<file path="config.mk">
export PLATFORM = sky130hd
export DESIGN_NAME = timed_lease_lowest_free_allocator
export DESIGN_NICKNAME = d
export VERILOG_FILES = /design/src/sv/tllf_pkg.sv /design/src/sv/tllf_alu.sv /design/src/sv/tllf_pool.sv /design/src/sv/timed_lease_lowest_free_allocator.sv
export VERILOG_INCLUDE_DIRS = /design/src /design/src/sv
export SDC_FILE = /design/constraint.sdc
export NUM_CORES = 2
export LEC_CHECK = 0
export BUFFER_PORTS_ARGS = -buffer_cell sky130_fd_sc_hd__buf_4
export CAP_MARGIN = 0
export CORE_MARGIN = 2
export CORE_UTILIZATION = 40
export CTS_CLUSTER_SIZE = 12
export DETAILED_ROUTE_END_ITERATION = 8
export GPL_ROUTABILITY_DRIVEN = 1
export GPL_TIMING_DRIVEN = 0
export SYNTH_ARGS = -nofsm -noshare
export SYNTH_HDL_FRONTEND = slang
export SYNTH_HIERARCHICAL = 1
export SYNTH_SLANG_ARGS = --single-unit
export TNS_END_PERCENT = 10
</file>
<file path="constraint.sdc">
create_clock -name aclk -period 11.6 [get_ports aclk]
set_clock_uncertainty 0.2 [all_clocks]
set_input_delay 1.16 -clock aclk [delete_from_list [all_inputs] [get_ports aclk]]
set_output_delay 1.16 -clock aclk [all_outputs]
set_load 0.01 [all_outputs]
</file>
<file path="src/sv/timed_lease_lowest_free_allocator_assert.svh">
// ----------------------------------------------------------------------------
// timed lease allocator assertion macros
// concurrent checks on the block clock, disabled while aresetn is low
// ----------------------------------------------------------------------------
`ifndef TIMED_LEASE_LOWEST_FREE_ALLOCATOR_ASSERT_SVH
`define TIMED_LEASE_LOWEST_FREE_ALLOCATOR_ASSERT_SVH

`ifndef SYNTHESIS

// same-cycle implication
`define TLLF_ASSERT_IMPL(lbl, ante, cons) \
    lbl: assert property (@(posedge aclk) disable iff (!aresetn) (ante) |-> (cons)) \
        else $error("tllf assertion failed");

// next-cycle implication
`define TLLF_ASSERT_NEXT(lbl, ante, cons) \
    lbl: assert property (@(posedge aclk) disable iff (!aresetn) (ante) |=> (cons)) \
        else $error("tllf assertion failed");

`else

`define TLLF_ASSERT_IMPL(lbl, ante, cons)
`define TLLF_ASSERT_NEXT(lbl, ante, cons)

`endif

`endif

</file>
<file path="src/sv/tllf_pkg.sv">
// ----------------------------------------------------------------------------
// tllf_pkg
// shared types and constants of the timed lease allocator
// ----------------------------------------------------------------------------
package tllf_pkg;

    localparam int unsigned TOTAL_W   = 48;
    localparam int unsigned TIME_W    = 31;
    localparam int unsigned WEIGHT_W  = 30;
    localparam int unsigned RT_W      = 32;
    localparam int unsigned IDX_OUT_W = 4;
    localparam int unsigned CFG_W     = 5;
    localparam int unsigned ADDR_W    = 3;
    localparam int unsigned DATA_W    = 32;

    localparam logic [CFG_W-1:0] CFG_RESET = 5'd16;
    localparam logic             REG_RESOURCES_IN_USE = 1'b0;

    localparam logic CMD_LEASE = 1'b0;
    localparam logic CMD_READ  = 1'b1;

    typedef enum logic [2:0] {
        ST_CLEAR,
        ST_IDLE,
        ST_SWEEP,
        ST_ADD,
        ST_RDOUT,
        ST_OUT
    } state_t;

    typedef enum logic {
        ALU_GE,
        ALU_SATADD
    } alu_op_t;

    typedef struct packed {
        logic               flag;
        logic [TOTAL_W-1:0] value;
    } alu_res_t;

    typedef struct packed {
        logic start;
        logic chk;
        logic in_limit;
        logic set;
    } pool_ctrl_t;

endpackage

</file>
<file path="src/sv/tllf_alu.sv">
// ----------------------------------------------------------------------------
// tllf_alu
// shared 48-bit unit: greater-or-equal compare and saturating add
// ----------------------------------------------------------------------------
module tllf_alu (
    input  tllf_pkg::alu_op_t                op,
    input  logic [tllf_pkg::TOTAL_W-1:0]     opa,
    input  logic [tllf_pkg::TOTAL_W-1:0]     opb,
    output tllf_pkg::alu_res_t               res
);

    logic [tllf_pkg::TOTAL_W:0] addend;
    logic [tllf_pkg::TOTAL_W:0] carry_in;
    logic [tllf_pkg::TOTAL_W:0] sum;

    always_comb begin
        case (op)
            tllf_pkg::ALU_GE: begin
                addend   = ~{1'b0, opb};
                carry_in = {{tllf_pkg::TOTAL_W{1'b0}}, 1'b1};
            end
            default: begin
                addend   = {1'b0, opb};
                carry_in = '0;
            end
        endcase
        sum = {1'b0, opa} + addend + carry_in;
        case (op)
            tllf_pkg::ALU_GE: begin
                res.flag  = ~sum[tllf_pkg::TOTAL_W];
                res.value = sum[tllf_pkg::TOTAL_W-1:0];
            end
            default: begin
                res.flag  = sum[tllf_pkg::TOTAL_W];
                res.value = sum[tllf_pkg::TOTAL_W] ? '1 : sum[tllf_pkg::TOTAL_W-1:0];
            end
        endcase
    end

endmodule

</file>
<file path="src/sv/tllf_pool.sv">
// ----------------------------------------------------------------------------
// tllf_pool
// busy mask with release on expiry and lowest free tracking during the sweep
// ----------------------------------------------------------------------------
module tllf_pool #(
    parameter int unsigned NUM_RESOURCES = 16,
    parameter int unsigned IDX_W         = 4
) (
    input  logic                    aclk,
    input  logic                    aresetn,
    input  tllf_pkg::pool_ctrl_t    ctrl,
    input  logic [IDX_W-1:0]        chk_idx,
    input  logic                    ret_due,
    input  logic [IDX_W-1:0]        set_idx,
    output logic                    found,
    output logic [IDX_W-1:0]        grant_idx
);

    logic [NUM_RESOURCES-1:0] busy_reg, busy_next;
    logic                     found_reg, found_next;
    logic [IDX_W-1:0]         grant_reg, grant_next;
    logic                     chk_busy;
    logic                     chk_free;

    always_comb begin
        chk_busy   = busy_reg[chk_idx];
        chk_free   = ~chk_busy | ret_due;
        busy_next  = busy_reg;
        found_next = found_reg;
        grant_next = grant_reg;
        if (ctrl.chk && chk_busy && ret_due) begin
            busy_next[chk_idx] = 1'b0;
        end
        if (ctrl.set) begin
            busy_next[set_idx] = 1'b1;
        end
        if (ctrl.start) begin
            found_next = 1'b0;
        end else if (ctrl.chk && chk_free && ctrl.in_limit && !found_reg) begin
            found_next = 1'b1;
            grant_next = chk_idx;
        end
    end

    always_ff @(posedge aclk) begin
        if (!aresetn) begin
            busy_reg  <= '0;
            found_reg <= 1'b0;
        end else begin
            busy_reg  <= busy_next;
            found_reg <= found_next;
        end
    end

    always_ff @(posedge aclk) begin
        grant_reg <= grant_next;
    end

    assign found     = found_reg;
    assign grant_idx = grant_reg;

endmodule

</file>
<file path="src/sv/timed_lease_lowest_free_allocator.sv">
// A lease request holds s_ready low from acceptance until its result word is loaded. The
// return-time memory is swept one entry per cycle through the shared compare unit, releasing
// expired leases and noting the lowest free resource, and the read pipeline is then drained.
// The grant then writes the new return time and the saturated total through the same unit. A
// read of a total fetches the entry on acceptance and registers it in ST_RDOUT. Both wait
// longer while the previous result word still sits unaccepted in the output register. After
// reset a clearing pass zeroes the totals memory before the first word is accepted;
// configuration writes are taken throughout.
// ----------------------------------------------------------------------------
// timed_lease_lowest_free_allocator
// lowest-index free resource allocator with timed leases and weight totals
// ----------------------------------------------------------------------------
`include "timed_lease_lowest_free_allocator_assert.svh"

module timed_lease_lowest_free_allocator #(
    parameter int unsigned NUM_RESOURCES = 16
) (
    input  logic                                aclk,
    input  logic                                aresetn,
    input  logic                                psel,
    input  logic                                penable,
    input  logic                                pwrite,
    input  logic [tllf_pkg::ADDR_W-1:0]         paddr,
    input  logic [tllf_pkg::DATA_W-1:0]         pwdata,
    output logic [tllf_pkg::DATA_W-1:0]         prdata,
    output logic                                pready,
    input  logic                                s_valid,
    output logic                                s_ready,
    input  logic                                s_cmd,
    input  logic [tllf_pkg::TIME_W-1:0]         s_req_time,
    input  logic [tllf_pkg::WEIGHT_W-1:0]       s_weight,
    input  logic [tllf_pkg::TIME_W-1:0]         s_hold_time,
    input  logic [tllf_pkg::IDX_OUT_W-1:0]      s_read_index,
    output logic                                m_valid,
    input  logic                                m_ready,
    output logic                                m_granted,
    output logic [tllf_pkg::IDX_OUT_W-1:0]      m_res_index,
    output logic [tllf_pkg::TOTAL_W-1:0]        m_total
);

    localparam int unsigned IDX_W = (NUM_RESOURCES > 1) ? $clog2(NUM_RESOURCES) : 1;
    localparam int unsigned CNT_W = $clog2(NUM_RESOURCES + 1);
    localparam int unsigned CMP_W = (IDX_W > tllf_pkg::CFG_W) ? IDX_W : tllf_pkg::CFG_W;

    tllf_pkg::state_t state_reg, state_next;

    logic [CNT_W-1:0]                    cnt_reg, cnt_next;
    logic                                pend_vld_reg, pend_vld_next;
    logic [IDX_W-1:0]                    pend_idx_reg, pend_idx_next;
    logic [tllf_pkg::CFG_W-1:0]          cfg_reg;
    logic [tllf_pkg::TIME_W-1:0]         now_reg;
    logic [tllf_pkg::WEIGHT_W-1:0]       weight_reg;
    logic [tllf_pkg::TIME_W-1:0]         hold_reg;
    logic [tllf_pkg::IDX_OUT_W-1:0]      rd_reg;
    logic                                rd_ok_reg;
    logic                                res_granted_reg, res_granted_next;
    logic [tllf_pkg::IDX_OUT_W-1:0]      res_index_reg, res_index_next;
    logic [tllf_pkg::TOTAL_W-1:0]        res_total_reg, res_total_next;
    logic                                m_valid_reg, m_valid_next;
    logic                                m_granted_reg;
    logic [tllf_pkg::IDX_OUT_W-1:0]      m_res_index_reg;
    logic [tllf_pkg::TOTAL_W-1:0]        m_total_reg;

    logic [tllf_pkg::RT_W-1:0]           rt_mem [NUM_RESOURCES];
    logic [tllf_pkg::RT_W-1:0]           rt_q_reg;
    logic                                rt_we, rt_re;
    logic [IDX_W-1:0]                    rt_raddr;
    logic [tllf_pkg::TOTAL_W-1:0]        tot_mem [NUM_RESOURCES];
    logic [tllf_pkg::TOTAL_W-1:0]        tot_q_reg;
    logic                                tot_we, tot_re;
    logic [IDX_W-1:0]                    tot_waddr, tot_raddr;
    logic [tllf_pkg::TOTAL_W-1:0]        tot_wdata;

    logic                                s_accept;
    logic                                m_load;
    logic                                cfg_write;
    logic                                rd_ok;

    tllf_pkg::alu_op_t                   alu_op;
    logic [tllf_pkg::TOTAL_W-1:0]        alu_opa, alu_opb;
    tllf_pkg::alu_res_t                  alu_res;

    tllf_pkg::pool_ctrl_t                pool_ctrl;
    logic                                pool_found;
    logic [IDX_W-1:0]                    pool_grant;

    tllf_alu u_alu (
        .op  (alu_op),
        .opa (alu_opa),
        .opb (alu_opb),
        .res (alu_res)
    );

    tllf_pool #(
        .NUM_RESOURCES (NUM_RESOURCES),
        .IDX_W         (IDX_W)
    ) u_pool (
        .aclk      (aclk),
        .aresetn   (aresetn),
        .ctrl      (pool_ctrl),
        .chk_idx   (pend_idx_reg),
        .ret_due   (alu_res.flag),
        .set_idx   (pool_grant),
        .found     (pool_found),
        .grant_idx (pool_grant)
    );

    // config port
    assign pready    = 1'b1;
    assign cfg_write = psel & penable & pwrite & pready;
    assign prdata    = (paddr[2] == tllf_pkg::REG_RESOURCES_IN_USE)
                       ? {{(tllf_pkg::DATA_W - tllf_pkg::CFG_W){1'b0}}, cfg_reg} : '0;

    assign s_ready  = (state_reg == tllf_pkg::ST_IDLE);
    assign s_accept = s_valid & s_ready;
    assign rd_ok    = ({{(32 - tllf_pkg::IDX_OUT_W){1'b0}}, s_read_index}
                       < 32'(NUM_RESOURCES));

    always_comb begin
        state_next       = state_reg;
        cnt_next         = cnt_reg;
        pend_vld_next    = 1'b0;
        pend_idx_next    = pend_idx_reg;
        res_granted_next = res_granted_reg;
        res_index_next   = res_index_reg;
        res_total_next   = res_total_reg;
        m_load           = 1'b0;
        rt_we            = 1'b0;
        rt_re            = 1'b0;
        rt_raddr         = cnt_reg[IDX_W-1:0];
        tot_we           = 1'b0;
        tot_re           = 1'b0;
        tot_waddr        = pool_grant;
        tot_raddr        = pool_grant;
        tot_wdata        = alu_res.value;
        alu_op           = tllf_pkg::ALU_GE;
        alu_opa          = {{(tllf_pkg::TOTAL_W - tllf_pkg::TIME_W){1'b0}}, now_reg};
        alu_opb          = {{(tllf_pkg::TOTAL_W - tllf_pkg::RT_W){1'b0}}, rt_q_reg};
        pool_ctrl        = '0;
        pool_ctrl.in_limit = (CMP_W'(pend_idx_reg) < CMP_W'(cfg_reg));

        case (state_reg)
            tllf_pkg::ST_CLEAR: begin
                tot_we    = 1'b1;
                tot_waddr = cnt_reg[IDX_W-1:0];
                tot_wdata = '0;
                if (cnt_reg == CNT_W'(NUM_RESOURCES - 1)) begin
                    cnt_next   = '0;
                    state_next = tllf_pkg::ST_IDLE;
                end else begin
                    cnt_next = cnt_reg + CNT_W'(1);
                end
            end
            tllf_pkg::ST_IDLE: begin
                if (s_accept) begin
                    if (s_cmd == tllf_pkg::CMD_READ) begin
                        tot_re     = rd_ok;
                        tot_raddr  = IDX_W'(s_read_index);
                        state_next = tllf_pkg::ST_RDOUT;
                    end else begin
                        pool_ctrl.start = 1'b1;
                        cnt_next        = '0;
                        state_next      = tllf_pkg::ST_SWEEP;
                    end
                end
            end
            tllf_pkg::ST_SWEEP: begin
                pool_ctrl.chk = pend_vld_reg;
                if (cnt_reg != CNT_W'(NUM_RESOURCES)) begin
                    rt_re         = 1'b1;
                    pend_vld_next = 1'b1;
                    pend_idx_next = cnt_reg[IDX_W-1:0];
                    cnt_next      = cnt_reg + CNT_W'(1);
                end else if (!pend_vld_reg) begin
                    if (pool_found) begin
                        // return time through the shared unit
                        alu_op        = tllf_pkg::ALU_SATADD;
                        alu_opb       = {{(tllf_pkg::TOTAL_W - tllf_pkg::TIME_W){1'b0}},
                                         hold_reg};
                        rt_we         = 1'b1;
                        pool_ctrl.set = 1'b1;
                        tot_re        = 1'b1;
                        state_next    = tllf_pkg::ST_ADD;
                    end else begin
                        res_granted_next = 1'b0;
                        res_index_next   = '0;
                        res_total_next   = '0;
                        state_next       = tllf_pkg::ST_OUT;
                    end
                end
            end
            tllf_pkg::ST_ADD: begin
                alu_op           = tllf_pkg::ALU_SATADD;
                alu_opa          = tot_q_reg;
                alu_opb          = {{(tllf_pkg::TOTAL_W - tllf_pkg::WEIGHT_W){1'b0}},
                                    weight_reg};
                tot_we           = 1'b1;
                res_granted_next = 1'b1;
                res_index_next   = tllf_pkg::IDX_OUT_W'(pool_grant);
                res_total_next   = alu_res.value;
                state_next       = tllf_pkg::ST_OUT;
            end
            tllf_pkg::ST_RDOUT: begin
                res_granted_next = rd_ok_reg;
                res_index_next   = rd_reg;
                res_total_next   = rd_ok_reg ? tot_q_reg : '0;
                state_next       = tllf_pkg::ST_OUT;
            end
            tllf_pkg::ST_OUT: begin
                if (!m_valid_reg || m_ready) begin
                    m_load     = 1'b1;
                    state_next = tllf_pkg::ST_IDLE;
                end
            end
            default: begin
                state_next = tllf_pkg::ST_IDLE;
            end
        endcase

        m_valid_next = m_load | (m_valid_reg & ~m_ready);
    end

    always_ff @(posedge aclk) begin
        if (!aresetn) begin
            state_reg    <= tllf_pkg::ST_CLEAR;
            cnt_reg      <= '0;
            pend_vld_reg <= 1'b0;
            m_valid_reg  <= 1'b0;
            cfg_reg      <= tllf_pkg::CFG_RESET;
        end else begin
            state_reg    <= state_next;
            cnt_reg      <= cnt_next;
            pend_vld_reg <= pend_vld_next;
            m_valid_reg  <= m_valid_next;
            if (cfg_write && paddr[2] == tllf_pkg::REG_RESOURCES_IN_USE) begin
                cfg_reg <= pwdata[tllf_pkg::CFG_W-1:0];
            end
        end
    end

    always_ff @(posedge aclk) begin
        pend_idx_reg    <= pend_idx_next;
        res_granted_reg <= res_granted_next;
        res_index_reg   <= res_index_next;
        res_total_reg   <= res_total_next;
        if (s_accept) begin
            now_reg    <= s_req_time;
            weight_reg <= s_weight;
            hold_reg   <= s_hold_time;
            rd_reg     <= s_read_index;
            rd_ok_reg  <= rd_ok;
        end
        if (m_load) begin
            m_granted_reg   <= res_granted_reg;
            m_res_index_reg <= res_index_reg;
            m_total_reg     <= res_total_reg;
        end
    end

    // return-time memory
    always_ff @(posedge aclk) begin
        if (rt_we) begin
            rt_mem[pool_grant] <= alu_res.value[tllf_pkg::RT_W-1:0];
        end
        if (rt_re) begin
            rt_q_reg <= rt_mem[rt_raddr];
        end
    end

    // totals memory
    always_ff @(posedge aclk) begin
        if (tot_we) begin
            tot_mem[tot_waddr] <= tot_wdata;
        end
        if (tot_re) begin
            tot_q_reg <= tot_mem[tot_raddr];
        end
    end

    assign m_valid     = m_valid_reg;
    assign m_granted   = m_granted_reg;
    assign m_res_index = m_res_index_reg;
    assign m_total     = m_total_reg;

    `TLLF_ASSERT_NEXT(a_busy_after_accept, s_accept, !s_ready)
    `TLLF_ASSERT_IMPL(a_valid_from_out, $rose(m_valid_reg), $past(state_reg == tllf_pkg::ST_OUT))
    `TLLF_ASSERT_IMPL(a_cnt_bound, 1'b1, cnt_reg <= CNT_W'(NUM_RESOURCES))
    `TLLF_ASSERT_IMPL(a_no_accept_clear, state_reg == tllf_pkg::ST_CLEAR, !s_ready)

endmodule

</file>
Word level (Yosys, flattened, before mapping)
Memory sizes are Yosys's and may differ from the RTL's. A register that Yosys moved wholly into a read port is not among the register bits. Index checks and enable logic that the tools add are counted.

Bitwise operators: 16. Muxes and demuxes: 69. Reduce and logical (&&, ||, !) cells: 22. Shift operators: 0. Magnitude comparators: 5. $add $sub $neg: 3. Multiply operators: 0. Equality and inequality tests: 15. Divide/modulo/power cells: 0.

Operator list (count): 48-bit two-way mux (6); 48-bit case mux with 3 select lines (1); 49-bit two-way mux (2); 32-bit two-way mux (3); 32-bit case mux with 2 select lines (1); 48-bit by 49-bit adder with 49-bit output (1); 49-bit by 1-bit adder with 49-bit output (1); 32-bit inverter with 49-bit output (1); 16-bit two-way mux (2); 4-bit two-way mux (7); 1-bit two-way mux (26); 5-bit two-way mux (5); 3-bit two-way mux (7); 16-bit bitwise AND (1); 16-bit inverter (1); 16-bit bitwise OR (1); 3-bit case mux with 5 select lines (1); 5-bit case mux with 3 select lines (1); 2-bit inequality test (second input constant) (7); 4-bit case mux with 3 select lines (1); 4-bit by 5-bit less-than comparator with 1-bit output (second input constant) (2); 1-bit demux with 4-bit select (2); 4-bit by 1-bit greater-or-equal comparator with 1-bit output (second input constant) (2); 1-bit logical AND (8); 21 further kinds (40).

Memories: 2. Memory bits (read-only): 0. Logic and storage cells: 151. Output and inout bits: 88. Bits in registers: 242. Bits in latches: 0. Bits of input ports: 139. Memory bits (writable): 1280.

Memories: tot_mem (depth 16, bits a word 48, read ports 1, clocked after memory_dff 1, write ports 1, line timed_lease_lowest_free_allocator.sv:68) `logic [tllf_pkg::TOTAL_W-1:0] tot_mem [NUM_RESOURCES];`; rt_mem (depth 16, bits a word 32, read ports 1, clocked after memory_dff 1, write ports 1, line timed_lease_lowest_free_allocator.sv:64) `logic [tllf_pkg::RT_W-1:0] rt_mem [NUM_RESOURCES];`.

Depth between registers and ports, before layout
Word-level depth: 15. Mapped depth: 26. Gate-level depth less buffers: 21.

Cells and area by module
Netlist, hierarchy kept.

By module, submodules not included: timed_lease_lowest_free_allocator (area an instance 65721.8 sq um, instances 1, sequential area each 47325.4 sq um, cells an instance 4052); tllf_alu (area an instance 3727.3 sq um, instances 1, sequential area each 0.0 sq um, cells an instance 544); tllf_pool (area an instance 1067.3 sq um, instances 1, sequential area each 460.4 sq um, cells an instance 105).

Worst setup path before layout
No wires, ideal clock.

Path kind: register -> register. From: register cnt_reg[0]. To: memory tot_mem[0][29] (netlist bit) (data pin). Buffers on the path: 6. Required time: 11.119 ns. Clock period less this slack: 6.680 ns. Arrival time: 6.199 ns. Path slack: 4.920 ns. Setup time: 0.281 ns. Cell stages (with the launch flop): 25. Cell sequence: dfxtp_1 > clkbuf_1 > buf_2 > buf_1 > inv_1 > ha_1 > and4bb_2 > nand3_1 > a21o_1 > inv_1 > clkbuf_1 > clkbuf_1 > clkbuf_1 > xnor2_1 > ha_1 > and3_1 > nand3_1 > and3_1 > nor2_2 > o21ai_1 > o31a_1 > o21bai_1 > nor3_1 > o31ai_1 > nor2b_1.

RTL lines: start: declaration (line timed_lease_lowest_free_allocator.sv:47) `logic [CNT_W-1:0] cnt_reg, cnt_next;`; start signal: assignment (line timed_lease_lowest_free_allocator.sv:232) `cnt_reg <= cnt_next;`; end: declaration (line timed_lease_lowest_free_allocator.sv:68).

==> impl_metrics.env <==
export IMPL_cp_required_ps=11830
export IMPL_synth_xor_area_share_pct=1.068
export IMPL_route_detailed_drc=0
export IMPL_port_buffer_count=169
export IMPL_min_to="m_total[30]"
export IMPL_crit_type="register to register"
export IMPL_grt_pass1_vias=44750
export IMPL_slowest_delay_ps=1090
export IMPL_startpoint_type="register"
export IMPL_synth_edff_count=1570
export IMPL_syn_inst=4701
export IMPL_io_pins=227
export IMPL_place_congestion=0.9241
export IMPL_grt_pass1_wl_um=320700
export IMPL_antenna_found_initial=14
export IMPL_powerDensity_nw_per_um2=164.3
export IMPL_syn_mean_instance_area_sq_um=15.00
export IMPL_row_count=154
export IMPL_final_util_pct=46.51
export IMPL_first_pass_iters=6
export IMPL_outcome="complete, no violations"
export IMPL_fin_crit_ps=11160
export IMPL_htree_levels=4
export IMPL_finalSetupViolCount=0
export IMPL_syn_to_final_growth_pct=15.91
export IMPL_cpMostUsedCell="clkbuf_1"
export IMPL_synth_fa_ha_area_share_pct=1.058
export IMPL_hold_viol_final=0
export IMPL_reg2reg_to="tot_mem[13][0]"
export IMPL_crit_path_max_fanout=18
export IMPL_synth_area_sq_um=70520
export IMPL_cap_violations=0
export IMPL_rr_worst_depth=25
export IMPL_synth_top_family_by_area="compound AO/OA/AOI/OAI gates"
export IMPL_overflow=0
export IMPL_dp_hpwl_um=160900
export IMPL_placed_area_sq_um=76420
export IMPL_cts_made_buffers=173
export IMPL_hold_path_class="register to register"
export IMPL_fin_tns_setup_ps=0
export IMPL_slowest_stage="nor2b_1"
export IMPL_drive_above_1_share_pct=18.18
export IMPL_crit_arrival_ps=11390
export IMPL_dieWidth_um=423.9
export IMPL_yosys_warnings=6
export IMPL_vias_per_cell=6.028
export IMPL_vias=45960
export IMPL_wl_um=228500
export IMPL_yosys_area_share_simple_pct=7.387
export IMPL_setup_worst_path_end_class="register"
export IMPL_irDropWorstVdd_mv=0.1756
export IMPL_largest_reg_flops=768
export IMPL_post_cts_resized=0
export IMPL_slew_headroom_pct=2.115
export IMPL_gr_usage_all_layers_pct=24.85
export IMPL_largest_register="tot_mem"
export IMPL_wl_per_cell_um=29.98
export IMPL_hp_start="res_total_reg[30]"
export IMPL_final_period_utilization_pct=96.18
export IMPL_die_h_um=423.9
export IMPL_rsz0062_at_grt="no"
export IMPL_hold_slack_ps=212.0
export IMPL_cts_tree="yes"
export IMPL_synth_flop_cell="edfxtp_1"
export IMPL_top_regs="tot_mem (768), rt_mem (512)"
export IMPL_leakagePower_uw=0.02657
export IMPL_worst_pin_slew_ps=1453
export IMPL_initial_core_util_pct=40.13
export IMPL_grt_start_max_net_pins=103
export IMPL_synth_seq_cells=1602
export IMPL_ys_types=96
export IMPL_core_area_sq_um=175700
export IMPL_clk_pin_slew_ps=70
export IMPL_drtIter0Drc=5754
export IMPL_reg2reg_slack_ps=440
export IMPL_dieArea_sq_um=179700
export IMPL_yosys_mux_area_fraction_pct=7.438
export IMPL_clk_latency_ps=840
export IMPL_cts_max_path_buffers=3
export IMPL_fmax_ghz=0.08963
export IMPL_synth_seq_area_share_pct=67.77
export IMPL_clock_sinks=1602
export IMPL_synth_compound_area_share_pct=12.75
export IMPL_r2r_start="cnt_reg[0]"
export IMPL_nets=5344
export IMPL_slew_violations=0
export IMPL_total_power_uw=13430
export IMPL_whs_path_depth=0
export IMPL_post_cts_setup_buffer_count=0
export IMPL_ant_nets=0
export IMPL_root_buffer="clkbuf_16"
export IMPL_final_area_sq_um=81730
export IMPL_ctsHoldBuffers=0
export IMPL_synth_async_reset_ratio_pct=0
==> cells in the mapped netlist (75+ instances only) <==
master,n,share of area [%]
edfxtp_1,1570,67
nand2_1,246,1.3
nor2_1,236,1.3
o21ai_0,209,1.5
clkbuf_1,207,1.1
mux4_2,161,5.1
a211oi_1,153,1.6
mux2_2,127,2.0
a21oi_1,121,0.86
nand2b_1,110,0.98
and3_1,107,0.95
nor3_1,107,0.76
o221ai_1,99,1.2
buf_2,90,0.64
a21o_1,75,0.80
==> layout make-up <==
type | count | area (sq um)
flip-flops and latches | 1602 | 47790
clock inverters | 90 | 760.7
inverters | 31 | 121.4
multi-input cells | 2743 | 21410
clock buffers | 220 | 4516
plain buffers | 367 | 1660
fillers | 15180 | 94000
well taps | 2340 | 2928
diodes | 3 | 7.507
repair buffers | 228 | 2546
==> kinds of logic after synthesis <==
group,Yosys count
other,2
DFF,1602
buffers and inverters,398
adders and majority gates,59
AOI/OAI and AO/OA,1217
and+or+nand+nor,1035
muxes,302
xor gates and xnor gates,86
==> layer usage <==
| layer | wire (um) | GRT usage, % | vias up |
|---|---|---|---|
| li1 | - | - | 19760 |
| met1 | 87690 | 31.30 | 23490 |
| met2 | 110100 | 41.05 | 2260 |
| met3 | 19550 | 5.100 | 453 |
| met4 | 11160 | 11.76 | 2 |
| met5 | 13 | 0 | - |
==> metrics by stage <==
stage,setup WS (ps),std cells
floorplan,4920,4743
global placement,692.4,7252
detailed placement,699.1,7309
CTS,647.6,7619
global route,183.8,7622
finish,443.3,7624
==> worst max path at each step <==
stage	startpoint	end	slack (ps)	depth (start not counted)
global route	cnt_reg[0]	tot_mem[12][0]	180	25
floorplan	cnt_reg[0]	tot_mem[0][29]	4920	24
finish	cnt_reg[0]	tot_mem[13][0]	440	25
detailed placement	cnt_reg[0]	tot_mem[9][0]	700	25
global placement	cnt_reg[0]	tot_mem[10][4]	690	24
CTS	cnt_reg[0]	tot_mem[14][0]	650	25
==> power by group <==
group | switching, uW | total, uW | internal, uW
combinational | 914 | 1420 | 502
clock | 2330 | 5230 | 2900
sequential | 90.2 | 6790 | 6690
==> worst max-delay path, delay by kind of cell (launching register included) <==
family / cells / cell delay, ps
AOI/OAI and AO/OA: 8 / 2730
xor gates and xnor gates: 1 / 270
adders and majority gates: 2 / 620
buffers and inverters: 9 / 3510
DFF: 1 / 390
and+or+nand+nor: 5 / 2930
==> cell usage in the layout (no fill, tap or decap), types with 53 or more instances in the layout <==
cell,Yosys,routed
edfxtp_1,1570,1570
and3_1,107,107
mux2_2,127,127
a22oi_1,62,62
clkbuf_16,0,173
mux4_2,161,161
a211oi_1,153,153
nor2b_1,63,61
o21a_1,53,53
nor3_1,107,107
clkbuf_1,207,253
o21ai_0,209,206
nand2_1,246,246
a21o_1,75,75
ha_1,58,58
xnor2_1,66,66
nor2_1,236,202
o221ai_1,99,99
a22o_1,54,54
nand2b_1,110,110
a21oi_1,121,121
buf_4,41,210
buf_2,90,90
a211o_1,54,54
Power figures use the tool's default switching activity.
